### config.mk
export PLATFORM = sky130hd
export DESIGN_NAME = scene_text_tokenizer
export DESIGN_NICKNAME = d
export VERILOG_FILES = /design/src/rtl/sttok_pkg.sv /design/src/rtl/sttok_lex.sv /design/src/rtl/sttok_fifo.sv /design/src/rtl/scene_text_tokenizer.sv
export SDC_FILE = /design/constraint.sdc
export NUM_CORES = 2
export LEC_CHECK = 0
export ABC_AREA = 1
export BUFFER_PORTS_ARGS = -buffer_cell sky130_fd_sc_hd__buf_2
export CORE_MARGIN = 8
export CORE_UTILIZATION = 40
export DETAILED_ROUTE_END_ITERATION = 7
export MAX_ROUTING_LAYER = met4
export PLACE_DENSITY = 0.54
export SYNTH_ARGS = -nofsm -noshare
export SYNTH_HDL_FRONTEND = slang
export SYNTH_SLANG_ARGS = --single-unit
### constraint.sdc
create_clock -name clk -period 15.82 [get_ports clk]
set_input_delay 0.791 -clock clk [delete_from_list [all_inputs] [get_ports clk]]
set_output_delay 0.791 -clock clk [all_outputs]
set_load 0.05 [all_outputs]
### src/rtl/sttok_pkg.sv
package sttok_pkg;

    localparam int OFFSET_BITS = 32;
    localparam int EXT_BITS    = (OFFSET_BITS > 32) ? OFFSET_BITS : 32;
    localparam int FIFO_DEPTH  = 8;
    localparam int FIFO_AW     = $clog2(FIFO_DEPTH);
    localparam int MAX_PUSH    = 3;

    typedef logic [OFFSET_BITS-1:0] offset_t;
    localparam offset_t OFFSET_MAX = '1;

    typedef enum logic [3:0] {
        TK_LBRACE = 4'd0,
        TK_RBRACE = 4'd1,
        TK_COMMA  = 4'd2,
        TK_COLON  = 4'd3,
        TK_STAR   = 4'd4,
        TK_STRING = 4'd5,
        TK_INT    = 4'd6,
        TK_FLOAT  = 4'd7,
        TK_IDENT  = 4'd8,
        TK_EOF    = 4'd9
    } token_kind_t;

    typedef enum logic [1:0] {
        MODE_IDLE   = 2'd0,
        MODE_STRING = 2'd1,
        MODE_NUMBER = 2'd2,
        MODE_IDENT  = 2'd3
    } lex_mode_t;

    typedef struct packed {
        token_kind_t kind;
        logic [31:0] start;
        logic [31:0] length;
        logic        last;
    } result_t;

    typedef struct packed {
        logic [1:0]    count;
        result_t [2:0] res;
    } push_t;

    localparam logic [7:0] CH_SEMI   = 8'h3B;
    localparam logic [7:0] CH_DOT    = 8'h2E;
    localparam logic [7:0] CH_LOW_E  = 8'h65;
    localparam logic [7:0] CH_UP_E   = 8'h45;
    localparam logic [7:0] CH_USCORE = 8'h5F;
    localparam logic [7:0] CH_MINUS  = 8'h2D;
    localparam logic [7:0] CH_PLUS   = 8'h2B;
    localparam logic [7:0] CH_QUOTE  = 8'h22;
    localparam logic [7:0] CH_LBRACE = 8'h7B;
    localparam logic [7:0] CH_RBRACE = 8'h7D;
    localparam logic [7:0] CH_COMMA  = 8'h2C;
    localparam logic [7:0] CH_COLON  = 8'h3A;
    localparam logic [7:0] CH_STAR   = 8'h2A;
    localparam logic [7:0] CH_SPACE  = 8'h20;

    function automatic offset_t sat_inc(offset_t v);
        return (v == OFFSET_MAX) ? OFFSET_MAX : v + offset_t'(1);
    endfunction

    function automatic logic [31:0] clip32(offset_t v);
        logic [EXT_BITS-1:0] ext;
        ext = EXT_BITS'(v);
        if (ext > EXT_BITS'(33'h0_FFFF_FFFF))
            return 32'hFFFF_FFFF;
        return ext[31:0];
    endfunction

    function automatic logic is_digit(logic [7:0] b);
        return (b >= 8'h30) && (b <= 8'h39);
    endfunction

    function automatic logic is_alpha(logic [7:0] b);
        return ((b >= 8'h61) && (b <= 8'h7A)) || ((b >= 8'h41) && (b <= 8'h5A));
    endfunction

    function automatic logic is_space(logic [7:0] b);
        return (b == CH_SPACE) || ((b >= 8'h09) && (b <= 8'h0D));
    endfunction

    function automatic logic is_float_mark(logic [7:0] b);
        return (b == CH_DOT) || (b == CH_LOW_E) || (b == CH_UP_E);
    endfunction

    function automatic logic is_num_cont(logic [7:0] b);
        return is_digit(b) || is_float_mark(b) || (b == CH_PLUS) || (b == CH_MINUS);
    endfunction

    function automatic logic is_ident_cont(logic [7:0] b);
        return is_alpha(b) || is_digit(b) || (b == CH_USCORE) || (b == CH_DOT)
            || (b == CH_MINUS);
    endfunction

endpackage

### src/rtl/sttok_lex.sv
module sttok_lex (
    input  logic                clk,
    input  logic                rst_n,
    input  logic                accept,
    input  logic [7:0]          data_byte,
    input  logic                final_byte,
    output sttok_pkg::push_t    push
);
    import sttok_pkg::*;

    lex_mode_t mode_reg, mode_next;
    logic      fms_reg, fms_next;
    offset_t   begin_reg, begin_next;
    offset_t   pos_reg, pos_next;

    logic      relex;
    logic      close_open;
    offset_t   end_pos;

    // Open token is closed by this byte, relex decides whether the byte starts anew.
    always_comb
    begin
        relex      = 1'b1;
        close_open = 1'b0;
        unique case (mode_reg)
            MODE_STRING:
            begin
                relex      = 1'b0;
                close_open = (data_byte == CH_QUOTE);
            end
            MODE_NUMBER:
            begin
                relex      = !is_num_cont(data_byte);
                close_open = relex;
            end
            MODE_IDENT:
            begin
                relex      = !is_ident_cont(data_byte);
                close_open = relex;
            end
            default:
            begin
                relex      = 1'b1;
                close_open = 1'b0;
            end
        endcase
    end

    assign end_pos = sat_inc(pos_reg);

    // next state
    always_comb
    begin
        mode_next  = close_open ? MODE_IDLE : mode_reg;
        fms_next   = fms_reg;
        begin_next = begin_reg;
        if ((mode_reg == MODE_NUMBER) && !relex && is_float_mark(data_byte))
            fms_next = 1'b1;
        if (relex)
        begin
            if (data_byte == CH_QUOTE)
            begin
                mode_next  = MODE_STRING;
                begin_next = end_pos;
            end
            else if ((data_byte == CH_MINUS) || is_digit(data_byte))
            begin
                mode_next  = MODE_NUMBER;
                fms_next   = 1'b0;
                begin_next = pos_reg;
            end
            else if (is_alpha(data_byte) || (data_byte == CH_USCORE))
            begin
                mode_next  = MODE_IDENT;
                begin_next = pos_reg;
            end
        end
        pos_next = end_pos;
    end

    always_ff @(posedge clk or negedge rst_n)
    begin
        if (!rst_n)
        begin
            mode_reg  <= MODE_IDLE;
            fms_reg   <= 1'b0;
            begin_reg <= '0;
            pos_reg   <= '0;
        end
        else if (accept)
        begin
            if (final_byte)
            begin
                mode_reg  <= MODE_IDLE;
                fms_reg   <= 1'b0;
                begin_reg <= '0;
                pos_reg   <= '0;
            end
            else
            begin
                mode_reg  <= mode_next;
                fms_reg   <= fms_next;
                begin_reg <= begin_next;
                pos_reg   <= pos_next;
            end
        end
    end

    // outputs: up to four candidates in order, compacted to three slots
    result_t     cand [4];
    logic [3:0]  cand_v;
    logic [1:0]  slot;
    token_kind_t single_kind;
    logic        single_v;

    always_comb
    begin
        single_v    = 1'b1;
        single_kind = TK_LBRACE;
        unique case (data_byte)
            CH_LBRACE: single_kind = TK_LBRACE;
            CH_RBRACE: single_kind = TK_RBRACE;
            CH_COMMA:  single_kind = TK_COMMA;
            CH_COLON:  single_kind = TK_COLON;
            CH_STAR:   single_kind = TK_STAR;
            default:   single_v    = 1'b0;
        endcase
    end

    always_comb
    begin
        cand[0].kind   = (mode_reg == MODE_STRING) ? TK_STRING :
                         (mode_reg == MODE_NUMBER) ? (fms_reg ? TK_FLOAT : TK_INT) :
                         TK_IDENT;
        cand[0].start  = clip32(begin_reg);
        cand[0].length = clip32(pos_reg - begin_reg);
        cand[0].last   = 1'b0;
        cand_v[0]      = close_open;

        cand[1].kind   = single_kind;
        cand[1].start  = clip32(pos_reg);
        cand[1].length = 32'd1;
        cand[1].last   = 1'b0;
        cand_v[1]      = relex && single_v;

        cand[2].kind   = (mode_next == MODE_STRING) ? TK_STRING :
                         (mode_next == MODE_NUMBER) ? (fms_next ? TK_FLOAT : TK_INT) :
                         TK_IDENT;
        cand[2].start  = clip32(begin_next);
        cand[2].length = clip32(end_pos - begin_next);
        cand[2].last   = 1'b0;
        cand_v[2]      = final_byte && (mode_next != MODE_IDLE);

        cand[3].kind   = TK_EOF;
        cand[3].start  = clip32(end_pos);
        cand[3].length = 32'd0;
        cand[3].last   = 1'b1;
        cand_v[3]      = final_byte;

        cand[0].last   = !final_byte && !cand_v[1];
        cand[1].last   = !final_byte;
    end

    always_comb
    begin
        push.res   = '0;
        slot       = 2'd0;
        for (int i = 0; i < 4; i++)
        begin
            if (cand_v[i] && (slot != 2'd3))
            begin
                push.res[slot] = cand[i];
                slot           = slot + 2'd1;
            end
        end
        push.count = slot;
    end

endmodule

### src/rtl/sttok_fifo.sv
module sttok_fifo (
    input  logic                clk,
    input  logic                rst_n,
    input  logic                push_en,
    input  sttok_pkg::push_t    push,
    output logic                space_ok,
    output logic                head_valid,
    input  logic                pop,
    output sttok_pkg::result_t  head
);
    import sttok_pkg::*;

    result_t              buf_reg [FIFO_DEPTH];
    logic [FIFO_AW-1:0]   wr_ptr_reg, rd_ptr_reg;
    logic [FIFO_AW:0]     cnt_reg, cnt_next;
    logic [1:0]           n_push;
    logic                 do_pop;

    assign n_push     = push_en ? push.count : 2'd0;
    assign head_valid = (cnt_reg != '0);
    assign do_pop     = pop && head_valid;
    assign space_ok   = (cnt_reg <= (FIFO_AW+1)'(FIFO_DEPTH - MAX_PUSH));
    assign head       = buf_reg[rd_ptr_reg];
    assign cnt_next   = cnt_reg + (FIFO_AW+1)'(n_push) - (FIFO_AW+1)'(do_pop);

    always_ff @(posedge clk or negedge rst_n)
    begin
        if (!rst_n)
        begin
            wr_ptr_reg <= '0;
            rd_ptr_reg <= '0;
            cnt_reg    <= '0;
        end
        else
        begin
            wr_ptr_reg <= wr_ptr_reg + FIFO_AW'(n_push);
            if (do_pop)
                rd_ptr_reg <= rd_ptr_reg + FIFO_AW'(1);
            cnt_reg <= cnt_next;
        end
    end

    always_ff @(posedge clk)
    begin
        for (int i = 0; i < MAX_PUSH; i++)
        begin
            if (2'(i) < n_push)
                buf_reg[wr_ptr_reg + FIFO_AW'(i)] <= push.res[i];
        end
    end

endmodule

### src/rtl/scene_text_tokenizer.sv
// Channel | Handshake            | Payload
// --------+----------------------+------------------------------------------------
// in      | in_valid / in_ready  | data_byte, final_byte
// out     | out_valid / out_ready| token_kind, token_start, token_length, run_last
//
// One byte is taken per cycle while in_ready is high; the lexer state updates in that cycle and the
// byte's zero to three tokens land in an eight-word result queue.
// Token words are registered into the queue; it drains one word a cycle while out_ready is high.
// in_ready drops while the queue holds more than five words.
// rst_n clears the lexer state and empties the queue; the final byte does the same to the lexer.
module scene_text_tokenizer (
    input  logic        clk,
    input  logic        rst_n,
    input  logic        in_valid,
    output logic        in_ready,
    input  logic [7:0]  data_byte,
    input  logic        final_byte,
    output logic        out_valid,
    input  logic        out_ready,
    output logic [3:0]  token_kind,
    output logic [31:0] token_start,
    output logic [31:0] token_length,
    output logic        run_last
);
    import sttok_pkg::*;

    logic    accept;
    push_t   push;
    result_t head;

    assign accept = in_valid && in_ready;

    sttok_lex u_lex (
        .clk        (clk),
        .rst_n      (rst_n),
        .accept     (accept),
        .data_byte  (data_byte),
        .final_byte (final_byte),
        .push       (push)
    );

    sttok_fifo u_fifo (
        .clk        (clk),
        .rst_n      (rst_n),
        .push_en    (accept),
        .push       (push),
        .space_ok   (in_ready),
        .head_valid (out_valid),
        .pop        (out_ready),
        .head       (head)
    );

    assign token_kind   = head.kind;
    assign token_start  = head.start;
    assign token_length = head.length;
    assign run_last     = head.last;

endmodule

Word-level counts from Yosys, hierarchy flattened
Memory sizes are Yosys's and may differ from the RTL's.
Index checks and enable logic that the tools add are counted.

storage, ports and cells
  word-level logic and storage cells = 169
  memories kept = 1
  output and inout port bits = 71
  memory bits (writable) = 552
  bits in registers = 77

operators by class
  muxes and demuxes = 70
  $lt $le $gt $ge = 22
  reduce and logical (&&, ||, !) cells = 36
  eq/ne operators = 21
  $add $sub $neg = 12

memories
  name            depth  bits a word  read ports  clocked after Yosys merged registers in  write ports  line              source
  u_fifo.buf_reg  8      69           1           0                                        3            sttok_fifo.sv:13  result_t buf_reg [FIFO_DEPTH];

operator list
  cell                                                                           number
  207-bit bitwise mux                                                            3
  207-bit two-way mux                                                            3
  32-bit two-way mux                                                             19
  69-bit demux with 2-bit select                                                 3
  69-bit two-way mux                                                             4
  32-bit greater-than comparator (second input constant)                         6
  32-bit subtractor                                                              2
  8-bit by 6-bit equality test with 1-bit output (second input constant)         7
  8-bit by 7-bit equality test with 1-bit output (second input constant)         5
  32-bit by 1-bit adder with 32-bit output (second input constant)               1
  32-bit equality test (second input constant)                                   1
  1-bit two-way mux                                                              21
  2-bit two-way mux                                                              10
  8-bit by 7-bit >= comparator with 1-bit output (second input constant)         2
  8-bit by 7-bit <= comparator with 1-bit output (second input constant)         2
  1-bit logical AND                                                              16
  4-bit two-way mux                                                              4
  1-bit logical OR                                                               12
  3-bit case mux with 4 select lines                                             1
  8-bit by 6-bit >= comparator with 1-bit output (second input constant)         1
  8-bit by 6-bit <= comparator with 1-bit output (second input constant)         1
  3-bit by 1-bit adder with 3-bit output (second input constant)                 2
  2-bit equality test (second input constant)                                    3
  2-bit by 3-bit less-than comparator with 1-bit output (second input constant)  2
  other kinds (20)                                                               30

Logic depth before layout (Yosys ltp)
  word-level depth = 25
  gate-level depth with buffers = 35
  depth with buffers taken out = 32

Cells and area by module
A second synthesis with hierarchy kept.

second synthesis, totals
  cells, all modules = 7143
  area, all modules = 48946.9 um^2

by module, submodules not included
  module                cells each  sequential area each (um^2)  instances  area an instance (um^2)
  sttok_fifo            5144        16826.1                      1          37298.3
  sttok_lex             1997        1676.6                       1          11641.2
  scene_text_tokenizer  2           0.0                          1          7.5

Least setup slack after synthesis
Ideal clock, no wire load.

  path type = input to register
  from = input port data_byte[6]
  to = memory u_fifo.buf_reg[0][0] in the netlist's numbering, enable pin
  buffers on the path = 0
  library setup time = 0.591 ns
  arrival time = 9.062 ns
  stages on the path = 27
  setup slack = 6.166 ns
  data required time = 15.229 ns
  cell sequence = inv_1 nand2_1 nor2_1 nand2_1 nor2_1 nor2_1 nand2_4 nand3_1 nand2_2 clkinv_1 o21ai_0 o21ai_0 ha_1 nor2_1 nand2_1 inv_2 nand2_1 o21ai_0 inv_2 ha_1 nor2_1 nor2_1 nor3_1 inv_1 nand2_1 inv_1 o21ai_0

RTL lines
  item         line                        source
  from (decl)  scene_text_tokenizer.sv:16  input logic [7:0] data_byte,
  to (decl)    sttok_fifo.sv:13

==> impl_results.md <==
* GRT Overall Usage at 33.42%
* Netlist cell types at 64
* Critical Path Fanout Max at 55
* FFs w/ async S/R, synth at 12.24%
* FP Rows at 122
* Pins Over Slew Limit at 9
* Worst path bufs/invs at 11
* GPL Wtd Cong at 0.9892
* DIE WIDTH at 349.6 µm
* Htree depth at 3
* Final nets at 5,718
* Failing checks: capacitance limit, slew limit
* # clock sinks at 629
* RSZ-0062 raised after global routing: false
* Crit start category: input port
* Starting Density at 40.29%
* Full die area at 122,200 µm²
* Fin cells at 7,179
* Die span in y at 349.6 µm
* R2R Setup Slk at 6150 ps
* Max reg flops at 552
* Crit path DAT at 10,350 ps
* Vias/cell at 6.352
* Root buf cell: clkbuf_16
* Drt drc at 0
* Post-Syn Instances at 5,780
* Vias in the first global route at 41,459
* Min-delay worst type: input port to async pin
* Status: complete, but fails checks
* Worst r2r src: u_lex.mode_reg[1]
* Clk_lat worst skew at 680 ps
* Top delay family on crit path: simple AND/OR/NAND/NOR gates
* Fin. Hold Viols at 0
* Routed Antenna Nets at 0
* Crit path max-delay cell type: buf_4
* Worst EP required at 16,090 ps
* Primary FF master, synth: edfxtp_1
* Clock buffer depth at 3
* Drt wl/cell at 28.74 µm
* Pwr dens at 234.4 nW/µm²
* Crit end category: register
* Final setup violation count at 0
* Slew @ Worst Pin at 1586 ps
* Final core utilization at 44.06%
* Core area at 110,500 µm²
* CTS buffer count at 77
* CTS tree: built
* FF+latch count, synth at 629
* CTS resizes at 0
* Min cycle time layout at 10,080 ps
* TritonRoute pass-1 iters at 6
* Initial DRC count at 6,873
* Fin Clk Skew at 50.26 ps
* Layout area overhead at 9.357%
* Mapped Area at 44,530 µm²
* Setup Crit Path Kind: input port to register
* Vias at 45,600
* Sequential element share of the synthesized area at 41.55%
* Global-route wire length before repair at 298,100 µm
* Synth warn at 0
* DRT Wirelength at 206,300 µm
* Mean Syn Cell Area at 7.704 µm²
* Peak VDD IR at 0.1888 mV
* Setup TNS at 0 ps
* Synth Net Count at 5,871
* Slew Limit Headroom at -6.837%
* Max Freq at 99.22 MHz
* Layout cells sized above 1 at 10.21%
* Lkg Pwr at 18.60 nW
* Post-DP HPWL at 134,900 µm
* Initial antenna violation count at 6
* PortBufs at 83
* Post-synth EDFFs at 552
* I/O pin cnt at 84
* Post-CTS setup buffers at 0
* Worst Reg-to-Reg Cells at 27
* Largest net degree at the start of global routing at 149
* GRT overflow at 0
* Hold buffer count at cts at 0
* Worst r2r dst: u_fifo.buf_reg[2][35]
* Max cap viols at 3
* Final period utilization at 63.71%
* Placed cell count at 7,036
* CTS clk-pin slew, worst paths at 70 ps
* Critical Path Max Stage Delay at 960 ps
## layer usage
layer | part of all wire [%] | global-route usage [%] | wire length, µm
met5 | 0 | - | 0
met3 | 13 | 8.382 | 26160
met1 | 41 | 45.79 | 84850
met2 | 42 | 47.07 | 86080
met4 | 4.5 | 13.35 | 9221
## area by class of cell
| class | instances | area [µm²] |
|---|---|---|
| fillers | 11243 | 61820 |
| multi-input cells | 4188 | 22480 |
| flip-flops and latches | 629 | 18510 |
| clock buffers | 96 | 2038 |
| inverters | 535 | 2023 |
| well taps | 1488 | 1862 |
| repair buffers | 196 | 1279 |
| clock inverters | 44 | 490.5 |
| diodes | 3 | 7.507 |
## report_power, final
group	internal, mW	switching (mW)	total, mW
logic	1.54	5.42	6.96
registers	2.47	0.143	2.61
clock network	1.05	0.783	1.83
total	5.06	6.35	11.4
## synthesized netlist by cell type (all sizes together) (112+ instances only)
| cell type | instances | share of area, % |
|---|---|---|
| a21oi | 112 | 1.3 |
| a22oi | 170 | 2.9 |
| clkbuf | 319 | 2.7 |
| edfxtp | 552 | 37 |
| inv | 529 | 4.5 |
| nand2 | 1184 | 11 |
| nand3 | 560 | 6.9 |
| nand4 | 159 | 2.2 |
| nor2 | 653 | 5.7 |
| o21ai | 619 | 7.0 |
| o221ai | 184 | 3.6 |
| o22ai | 213 | 3.0 |
## stage by stage
step / hold slack [ps] / power (mW) / worst slack [ps] / area [µm²]
2_1_floorplan: 475.6 / 6.983 / 6166 / 44530
5_1_grt: 57.06 / 11.95 / 5219 / 48690
6_report: 42.76 / 11.41 / 5741 / 48690
4_1_cts: 22.88 / 11.23 / 6069 / 48690
3_3_place_gp: 498.5 / 9.374 / 5514 / 46160
3_5_place_dp: 509.9 / 9.416 / 5388 / 46160
## cell families (layout without fill, tap and decap cells)
kind of cell    Yosys count  after routing  share of synthesized area (%)
simple gates           2619           2619                          26.36
compound gates         1448           1448                          20.24
buf+inv                 963            871                          8.599
xor+xnor                 42             42                         0.9779
mux                       1              1                        0.02248
fa+ha+maj                78             78                          2.242
flops                   629            629                          41.55
other cells               0              3                              0
## worst max-delay path by stage
| stage | startpoint | endpoint | depth (start not counted) |
|---|---|---|---|
| floorplan | data_byte[6] | u_fifo.buf_reg[0][0] | 27 |
| global placement | data_byte[6] | u_fifo.buf_reg[2][63] | 32 |
| detailed placement | data_byte[6] | u_fifo.buf_reg[2][48] | 32 |
| CTS | data_byte[6] | u_fifo.buf_reg[2][51] | 32 |
| global route | data_byte[6] | u_fifo.buf_reg[2][6] | 32 |
| finish | data_byte[6] | u_fifo.buf_reg[2][35] | 32 |
## layout by cell type (no fill, tap or decap), types with 21 or more instances in the layout
cell	instances
dfrtp_1	75
nor2_1	612
nor3_1	34
clkbuf_16	77
inv_1	490
nand3_1	510
buf_2	82
nor2_4	21
edfxtp_1	552
o22ai_1	210
a21oi_1	110
nand3_2	45
inv_2	36
o211ai_1	24
ha_1	75
o21ai_0	570
o221ai_1	179
xor2_1	30
nand2_2	71
nand2_1	1097
a22oi_1	170
nand4_1	159
o21ai_1	37
a31oi_1	75
buf_4	113
Note: power is estimated with default switching activity, not from simulation.
